## src/rtl/core/id_allocator_lifo_recycle_assert.svh

```systemverilog
// Assertion macros shared by the identifier allocator RTL.
// Depends on a clock named clk and an active-low reset named rst_n in the using module.
`ifndef ID_ALLOCATOR_LIFO_RECYCLE_ASSERT_SVH
`define ID_ALLOCATOR_LIFO_RECYCLE_ASSERT_SVH

// Same-cycle implication, checked out of reset.
`define IDAL_ASSERT_IMP(label, ante, cons) \
    label: assert property (@(posedge clk) disable iff (!rst_n) (ante) |-> (cons)) \
        else $error("idal assertion failed");

// Next-cycle implication, checked out of reset.
`define IDAL_ASSERT_NXT(label, ante, cons) \
    label: assert property (@(posedge clk) disable iff (!rst_n) (ante) |=> (cons)) \
        else $error("idal assertion failed");

`endif

```

## src/rtl/core/idal_pkg.sv

```systemverilog
// Types and constants of the identifier allocator.
// No dependencies; used by the interfaces, the storage module and the top level.
package idal_pkg;

    localparam int ID_W  = 8;
    localparam int CMP_W = 9;
    localparam int STS_W = 2;

    localparam logic [STS_W-1:0] ST_OK        = 2'd0;
    localparam logic [STS_W-1:0] ST_BAD_FREE  = 2'd1;
    localparam logic [STS_W-1:0] ST_EXHAUSTED = 2'd2;

    localparam logic MODE_ALLOC = 1'b0;
    localparam logic MODE_FREE  = 1'b1;

    typedef struct packed {
        logic            rd_en;
        logic [ID_W-1:0] stack_raddr;
        logic [ID_W-1:0] flag_raddr;
        logic            stack_we;
        logic [ID_W-1:0] stack_waddr;
        logic [ID_W-1:0] stack_wdata;
        logic            flag_we;
        logic [ID_W-1:0] flag_waddr;
        logic            flag_wdata;
    } mem_req_t;

    typedef struct packed {
        logic            busy;
        logic [ID_W-1:0] stack_rdata;
        logic            flag_rdata;
    } mem_rsp_t;

endpackage

```

## src/rtl/core/idal_req_if.sv

```systemverilog
// Request channel of the identifier allocator: valid, ready, mode and identifier.
// Depends on idal_pkg.
interface idal_req_if;
    logic                      valid;
    logic                      ready;
    logic                      mode;
    logic [idal_pkg::ID_W-1:0] id_in;

    modport source (output valid, output mode, output id_in, input ready);
    modport sink (input valid, input mode, input id_in, output ready);
endinterface

```

## src/rtl/core/idal_rsp_if.sv

```systemverilog
// Result channel of the identifier allocator: valid, ready, identifier and status.
// Depends on idal_pkg.
interface idal_rsp_if;
    logic                       valid;
    logic                       ready;
    logic [idal_pkg::ID_W-1:0]  id_out;
    logic [idal_pkg::STS_W-1:0] status;

    modport source (output valid, output id_out, output status, input ready);
    modport sink (input valid, input id_out, input status, output ready);
endinterface

```

## src/rtl/core/idal_store.sv

```systemverilog
// Recycle stack memory and recycled flag memory, both with registered reads.
// Depends on idal_pkg; the flag memory is swept to zero after reset.
module idal_store #(
    parameter int DEPTH = 256
) (
    input  logic               clk,
    input  logic               rst_n,
    input  idal_pkg::mem_req_t mreq,
    output idal_pkg::mem_rsp_t mrsp
);
    localparam int IDX_W = $clog2(DEPTH);

    logic [idal_pkg::ID_W-1:0] stack_mem [DEPTH];
    logic                      flag_mem [DEPTH];

    logic [IDX_W-1:0]          clr_cnt_reg;
    logic                      busy_reg;
    logic [idal_pkg::ID_W-1:0] stack_rdata_reg;
    logic                      flag_rdata_reg;

    always_ff @(posedge clk or negedge rst_n)
    begin
        if (!rst_n)
        begin
            clr_cnt_reg <= '0;
            busy_reg    <= 1'b1;
        end
        else if (busy_reg)
        begin
            clr_cnt_reg <= clr_cnt_reg + IDX_W'(1);
            if (clr_cnt_reg == IDX_W'(DEPTH - 1))
            begin
                busy_reg <= 1'b0;
            end
        end
    end

    always_ff @(posedge clk)
    begin
        if (mreq.stack_we)
        begin
            stack_mem[mreq.stack_waddr[IDX_W-1:0]] <= mreq.stack_wdata;
        end
        if (mreq.rd_en)
        begin
            stack_rdata_reg <= stack_mem[mreq.stack_raddr[IDX_W-1:0]];
        end
    end

    always_ff @(posedge clk)
    begin
        if (busy_reg)
        begin
            flag_mem[clr_cnt_reg] <= 1'b0;
        end
        else if (mreq.flag_we)
        begin
            flag_mem[mreq.flag_waddr[IDX_W-1:0]] <= mreq.flag_wdata;
        end
        if (mreq.rd_en)
        begin
            flag_rdata_reg <= flag_mem[mreq.flag_raddr[IDX_W-1:0]];
        end
    end

    assign mrsp.busy        = busy_reg;
    assign mrsp.stack_rdata = stack_rdata_reg;
    assign mrsp.flag_rdata  = flag_rdata_reg;
endmodule

```

## src/rtl/core/id_allocator_lifo_recycle.sv

```systemverilog
// Top level of the LIFO identifier allocator: control, counters and result register.
// Depends on idal_pkg, idal_req_if, idal_rsp_if, idal_store and the assertion header.
//
// Channel | Direction | Payload
// req     | in        | mode (alloc / free), id_in
// rsp     | out       | id_out, status
//
// Each request is handled in order: the stack and flag memories are read when it is
// accepted, then the decision state writes back and loads the result register.
// After reset the flag memory is cleared over all min(MAX_IDS, 256) entries; req.ready stays low meanwhile.
// A waiting result in the output register does not block acceptance of the next request;
// the decision cycle holds only while the output register is full and not taken.
`include "id_allocator_lifo_recycle_assert.svh"

module id_allocator_lifo_recycle #(
    parameter int MAX_IDS = 256
) (
    input logic        clk,
    input logic        rst_n,
    idal_req_if.sink   req,
    idal_rsp_if.source rsp
);
    localparam int ID_SPACE = (MAX_IDS < 256) ? MAX_IDS : 256;
    localparam int CNT_W    = $clog2(ID_SPACE + 1);
    localparam int CW       = idal_pkg::CMP_W;
    localparam int IW       = idal_pkg::ID_W;

    typedef enum logic {
        S_IDLE,
        S_EXEC
    } state_t;

    state_t                      state_reg;
    logic                        mode_reg;
    logic [IW-1:0]               id_reg;
    logic [CNT_W-1:0]            stack_count_reg;
    logic [CNT_W-1:0]            fresh_next_reg;
    logic                        rsp_valid_reg;
    logic [IW-1:0]               rsp_id_reg;
    logic [idal_pkg::STS_W-1:0]  rsp_status_reg;

    idal_pkg::mem_req_t          mreq;
    idal_pkg::mem_rsp_t          mrsp;

    logic                        accept;
    logic                        out_free;
    logic                        exec_fire;
    logic [CNT_W-1:0]            count_dec;
    logic                        do_pop;
    logic                        do_fresh;
    logic                        do_push;
    logic                        bad_free;
    logic [IW-1:0]               id_next;
    logic [idal_pkg::STS_W-1:0]  status_next;

    idal_store #(
        .DEPTH (ID_SPACE)
    ) u_store (
        .clk   (clk),
        .rst_n (rst_n),
        .mreq  (mreq),
        .mrsp  (mrsp)
    );

    assign req.ready = (state_reg == S_IDLE) && !mrsp.busy;
    assign accept    = req.valid && req.ready;
    assign out_free  = !rsp_valid_reg || rsp.ready;
    assign exec_fire = (state_reg == S_EXEC) && out_free;
    assign count_dec = stack_count_reg - CNT_W'(1);

    always_comb
    begin
        bad_free = (id_reg == '0)
                || (CW'(id_reg) >= CW'(fresh_next_reg))
                || (CW'(id_reg) >= CW'(ID_SPACE))
                || mrsp.flag_rdata
                || (stack_count_reg >= CNT_W'(ID_SPACE));
        do_pop      = 1'b0;
        do_fresh    = 1'b0;
        do_push     = 1'b0;
        id_next     = '0;
        status_next = idal_pkg::ST_OK;
        if (mode_reg == idal_pkg::MODE_ALLOC)
        begin
            if (stack_count_reg != '0)
            begin
                do_pop  = 1'b1;
                id_next = mrsp.stack_rdata;
            end
            else if (fresh_next_reg < CNT_W'(ID_SPACE))
            begin
                do_fresh = 1'b1;
                id_next  = IW'(CW'(fresh_next_reg));
            end
            else
            begin
                status_next = idal_pkg::ST_EXHAUSTED;
            end
        end
        else
        begin
            if (bad_free)
            begin
                status_next = idal_pkg::ST_BAD_FREE;
            end
            else
            begin
                do_push = 1'b1;
            end
        end
    end

    always_comb
    begin
        mreq.rd_en       = accept;
        mreq.stack_raddr = IW'(CW'(count_dec));
        mreq.flag_raddr  = req.id_in;
        mreq.stack_we    = exec_fire && do_push;
        mreq.stack_waddr = IW'(CW'(stack_count_reg));
        mreq.stack_wdata = id_reg;
        mreq.flag_we     = exec_fire && (do_push || do_pop);
        mreq.flag_waddr  = do_push ? id_reg : mrsp.stack_rdata;
        mreq.flag_wdata  = do_push;
    end

    always_ff @(posedge clk or negedge rst_n)
    begin
        if (!rst_n)
        begin
            state_reg       <= S_IDLE;
            stack_count_reg <= '0;
            fresh_next_reg  <= CNT_W'(1);
            rsp_valid_reg   <= 1'b0;
        end
        else
        begin
            if (exec_fire)
            begin
                rsp_valid_reg <= 1'b1;
            end
            else if (rsp_valid_reg && rsp.ready)
            begin
                rsp_valid_reg <= 1'b0;
            end
            unique case (state_reg)
                S_IDLE:
                begin
                    if (accept)
                    begin
                        state_reg <= S_EXEC;
                    end
                end
                S_EXEC:
                begin
                    if (out_free)
                    begin
                        state_reg <= S_IDLE;
                        if (do_pop)
                        begin
                            stack_count_reg <= count_dec;
                        end
                        if (do_push)
                        begin
                            stack_count_reg <= stack_count_reg + CNT_W'(1);
                        end
                        if (do_fresh)
                        begin
                            fresh_next_reg <= fresh_next_reg + CNT_W'(1);
                        end
                    end
                end
                default:
                begin
                    state_reg <= S_IDLE;
                end
            endcase
        end
    end

    always_ff @(posedge clk)
    begin
        if (accept)
        begin
            mode_reg <= req.mode;
            id_reg   <= req.id_in;
        end
        if (exec_fire)
        begin
            rsp_id_reg     <= id_next;
            rsp_status_reg <= status_next;
        end
    end

    assign rsp.valid  = rsp_valid_reg;
    assign rsp.id_out = rsp_id_reg;
    assign rsp.status = rsp_status_reg;

    // The stack count stays below the fresh counter: every stacked identifier is distinct and below it.
    `IDAL_ASSERT_IMP(a_count_below_fresh, 1'b1, stack_count_reg < fresh_next_reg)
    `IDAL_ASSERT_IMP(a_fresh_in_range, 1'b1,
        (fresh_next_reg != '0) && (fresh_next_reg <= CNT_W'(ID_SPACE)))
    `IDAL_ASSERT_IMP(a_no_accept_in_clear, mrsp.busy, !req.ready)
    `IDAL_ASSERT_NXT(a_pop_decrements, exec_fire && do_pop,
        stack_count_reg == $past(stack_count_reg) - CNT_W'(1))
    `IDAL_ASSERT_IMP(a_one_action, exec_fire,
        $onehot0({do_pop, do_fresh, do_push}))
endmodule
```

## src/flat_wrapper.sv

```systemverilog
// flat-port wrapper written by rule: the top's interface ports become plain ports
module id_allocator_lifo_recycle_flat 
#(
    parameter int MAX_IDS = 256
)
  (clk, rst_n, req_valid, req_mode, req_id_in, req_ready, rsp_valid, rsp_id_out, rsp_status, rsp_ready);
  idal_req_if req_i ();
  idal_rsp_if rsp_i ();
  input logic clk;
  input logic rst_n;
  input wire logic [$bits(req_i.valid)-1:0] req_valid;
  input wire logic [$bits(req_i.mode)-1:0] req_mode;
  input wire logic [$bits(req_i.id_in)-1:0] req_id_in;
  output wire logic [$bits(req_i.ready)-1:0] req_ready;
  output wire logic [$bits(rsp_i.valid)-1:0] rsp_valid;
  output wire logic [$bits(rsp_i.id_out)-1:0] rsp_id_out;
  output wire logic [$bits(rsp_i.status)-1:0] rsp_status;
  input wire logic [$bits(rsp_i.ready)-1:0] rsp_ready;
  assign req_i.valid = req_valid;
  assign req_i.mode = req_mode;
  assign req_i.id_in = req_id_in;
  assign req_ready = req_i.ready;
  assign rsp_valid = rsp_i.valid;
  assign rsp_id_out = rsp_i.id_out;
  assign rsp_status = rsp_i.status;
  assign rsp_i.ready = rsp_ready;
  id_allocator_lifo_recycle #(.MAX_IDS(MAX_IDS)) u_core (.clk(clk), .rst_n(rst_n), .req(req_i), .rsp(rsp_i));
endmodule
```

## config.mk

```make
export PLATFORM = sky130hd
export DESIGN_NAME = id_allocator_lifo_recycle_flat
export DESIGN_NICKNAME = d
export VERILOG_FILES = /design/src/rtl/core/idal_pkg.sv /design/src/rtl/core/idal_req_if.sv /design/src/rtl/core/idal_rsp_if.sv /design/src/rtl/core/idal_store.sv /design/src/rtl/core/id_allocator_lifo_recycle.sv /design/src/flat_wrapper.sv
export VERILOG_INCLUDE_DIRS = /design/src /design/src/rtl/core
export SDC_FILE = /design/constraint.sdc
export NUM_CORES = 2
export LEC_CHECK = 0
export BUFFER_PORTS_ARGS = -buffer_cell sky130_fd_sc_hd__buf_2
export CORE_ASPECT_RATIO = 0.9
export CORE_UTILIZATION = 55
export CTS_BUF_LIST = sky130_fd_sc_hd__clkbuf_16
export CTS_CLUSTER_DIAMETER = 200
export DETAILED_ROUTE_END_ITERATION = 6
export GPL_ROUTABILITY_DRIVEN = 0
export PLACE_DENSITY = 0.82
export SYNTH_ARGS = -nofsm -noshare
export SYNTH_HDL_FRONTEND = slang
export SYNTH_SLANG_ARGS = --single-unit
```

## constraint.sdc

```tcl
create_clock -name clk -period 24 [get_ports clk]
set_input_delay 4.8 -clock clk [delete_from_list [all_inputs] [get_ports clk]]
set_output_delay 4.8 -clock clk [all_outputs]
set_load 0.03 [all_outputs]
```

==> flow_metrics.py <==
metrics = {
    "finish": {
        "post-route-util_pct": 61.4,
        "multi_input_area_sq_um": 21900,
        "largest_reg_flops": 2048,
        "layout_common_cells": "edfxtp_1 (2332), mux4_2 (576), nor2_1 (297), a22oi_1 (239), clkbuf_16 (216)",
        "nFillCells": 10900,
        "drive_gt1_share_pct": 24.1,
        "ff_latch_area_sq_um": 70800,
        "mostFrequentLayoutCell": "edfxtp_1",
        "nets": 4703,
        "area_delta_synth_final_pct": 10.6,
    },
    "sta": {
        "hold_viol": 0,
        "finalSetupViolCount": 0,
        "rsz0062_at_grt": "no",
        "drv_slew": 0,
        "relSlewSlack_pct": 13.8,
        "finalSetupTns_ns": 0,
        "period_needed_ns": 7.75,
        "timing_worst_slew_pin_value_ns": 1.28,
        "finClkSkew_ns": 0.0692,
        "max_freq_ghz": 0.129,
        "fin_crit_sh_pct": 32.3,
    },
    "clocking": {
        "cts_buffers": 216,
        "htreeDepth": 4,
        "clock_latency_ns": 0.90,
        "cts_resized": 0,
        "clk_path_buf_depth": 3,
        "cts_tree": "yes",
        "clk_transition_reported_paths_ns": 0.06,
        "post_cts_buffers": 0,
        "root_buffer": "clkbuf_16",
        "postCtsHoldBufs": 0,
        "clock_sinks": 2361,
    },
    "route": {
        "vias": 49900,
        "antenna_left": 0,
        "drc": 10,
        "drt_pre_antenna_iters": 7,
        "viasPerCell": 7.02,
        "routed_wl_um": 235000,
        "dr.first_iter.drc_count": 8242,
        "wl_per_cell_um": 33.1,
    },
    "yosys": {
        "yosysSeqAreaShare_pct": 75.3,
        "ys_types": 78,
        "synthesis.area_sq_um": 93900,
        "synthArstFlopShare_pct": 1.23,
        "ys_ff_latch": 2361,
        "avgSynthCellArea_sq_um": 20.1,
        "synth_edf_count": 2332,
        "syn_inst": 4669,
        "yosys_warnings": 0,
        "ys.flop_type": "edfxtp_1",
        "syn_nets": 4696,
    },
    "global_route": {
        "grt_pass1_vias": 49400,
        "overflow": 0,
        "track_usage_pct": 27.3,
        "antenna_found_initial": 3,
        "grt_pass1_wl_um": 344000,
        "grt_max_degree": 205,
    },
    "setup_path": {
        "worstPathRequired_ns": 24.53,
        "worstPathMaxFanout": 137,
        "start_kind": "input pin",
        "cp-end-kind": "register",
        "r2r_cells": 11,
        "critPathArrivalTime_ns": 8.28,
        "endpoint": "u_core.u_store.flag_mem[128]",
        "worstReg2RegStart": "u_core.stack_count_reg[0]",
        "rrSetupSlack_ns": 16.93,
        "startpoint": "rsp_ready",
        "reg2reg_to": "u_core.u_store.stack_rdata_reg[5]",
        "crit_type": "in -> reg",
    },
    "power": {
        "powerDensity_nw_per_um2": 121,
        "ir_drop_mv": 0.161,
        "p_leak_nw": 31.7,
    },
    "floorplan": {
        "fp.dieH_um": 394,
        "die_area_sq_um": 172000,
        "ioPinCount": 25,
        "core_area_sq_um": 169000,
        "fp.dieW_um": 438,
        "fp-row-count": 143,
        "start_util_pct": 55.5,
    },
    "worst_hold_path": {
        "hold_path_class": "reg -> reg",
    },
    "place": {
        "numPortBuffers": 24,
        "dp_hpwl_um": 125000,
    },
    "job": {
        "cap_viol_max_count": 0,
    },
    "outcome": {
        "failed_checks": "design-rule violations",
        "status": "finished with violations",
    },
}
-- cell type report --
class | count | area share, %
inverters | 16 | 0.0578
flip-flops and latches | 2361 | 68.1
multi-input cells | 1970 | 21.1
diodes | 1 | 0.00241
repair buffers | 111 | 0.891
clock inverters | 189 | 1.93
well taps | 2247 | 2.71
clock buffers | 216 | 5.20
-- per-layer routing --
layer | vias to the layer above | wire, um | track usage [%]
met3 | 669 | 30900 | 7.27
li1 | 19400 | - | -
met2 | 4311 | 111000 | 42.1
met1 | 25500 | 83900 | 37.9
met5 | - | 9 | 0
met4 | 2 | 9980 | 9.98
-- cell usage after synthesis, types with 23 or more instances --
| cell | number | share of area (%) |
|---|---|---|
| a21oi_1 | 72 | 0.38 |
| clkbuf_1 | 180 | 0.72 |
| dfrtp_1 | 27 | 0.72 |
| buf_2 | 110 | 0.59 |
| a22o_1 | 33 | 0.31 |
| nor3_1 | 200 | 1.1 |
| nand2_1 | 117 | 0.47 |
| o21ai_0 | 23 | 0.12 |
| nor2_1 | 300 | 1.2 |
| nor3_2 | 76 | 0.81 |
| mux4_2 | 576 | 14 |
| edfxtp_1 | 2332 | 75 |
| a22oi_1 | 239 | 1.9 |
-- through the flow --
stage / instances / setup WS, ns / power, mW / area (sq um) / hold slack [ns]
after floorplan: 4669 / 10.99 / 7.45 / 93900 / 0.463
after detailed placement: 6705 / 15.50 / 8.81 / 96400 / 0.508
after global placement: 6705 / 15.62 / 8.74 / 96400 / 0.482
after CTS: 7110 / 16.43 / 12.4 / 104000 / 0.535
after global routing: 7110 / 16.08 / 12.8 / 104000 / 0.563
final: 7111 / 16.25 / 12.6 / 104000 / 0.539
-- cell families (layout without fill, tap and decap cells) --
group	Yosys count	in the layout	synth area share, %
XOR/XNOR	27	27	0.260
AO/OA/AOI/OAI	494	494	4.00
multiplexers	606	606	14.1
adder cells (fa/ha/maj)	14	14	0.186
AND/OR/NAND/NOR	829	829	4.50
buffers and inverters	338	532	1.60
flip-flops	2361	2361	75.3
other	0	1	0
-- worst min path at each step --
stage / cells after the start / endpoint / slack (ns) / start
final: 1 / u_core.u_store.clr_cnt_reg[5] / 0.54 / u_core.u_store.clr_cnt_reg[5]
after global routing: 1 / u_core.u_store.clr_cnt_reg[5] / 0.56 / u_core.u_store.clr_cnt_reg[5]
after CTS: 1 / u_core.u_store.clr_cnt_reg[5] / 0.54 / u_core.u_store.clr_cnt_reg[5]
after detailed placement: 1 / u_core.fresh_next_reg[7] / 0.51 / u_core.fresh_next_reg[7]
after global placement: 2 / u_core.rsp.valid / 0.48 / u_core.state_reg
after floorplan: 2 / u_core.rsp.valid / 0.46 / u_core.state_reg
-- power breakdown --
| part | leakage [nW] | internal [mW] | switching [mW] |
|---|---|---|---|
| clock network | 3.70 | 2.00 | 1.59 |
| registers | 21.3 | 4.59 | 0.0683 |
| logic | 6.68 | 1.61 | 2.71 |
-- worst max-delay path, stage by stage --
cell and delay (ns):
buf_2 0.07, nand2b_1 0.15, nand2_1 0.25, nor3_1 0.24
buf_4 0.23, nand2_1 0.38, nor2_4 0.19, buf_4 0.90
buf_4 0.94
Power figures use the tool's default switching activity.
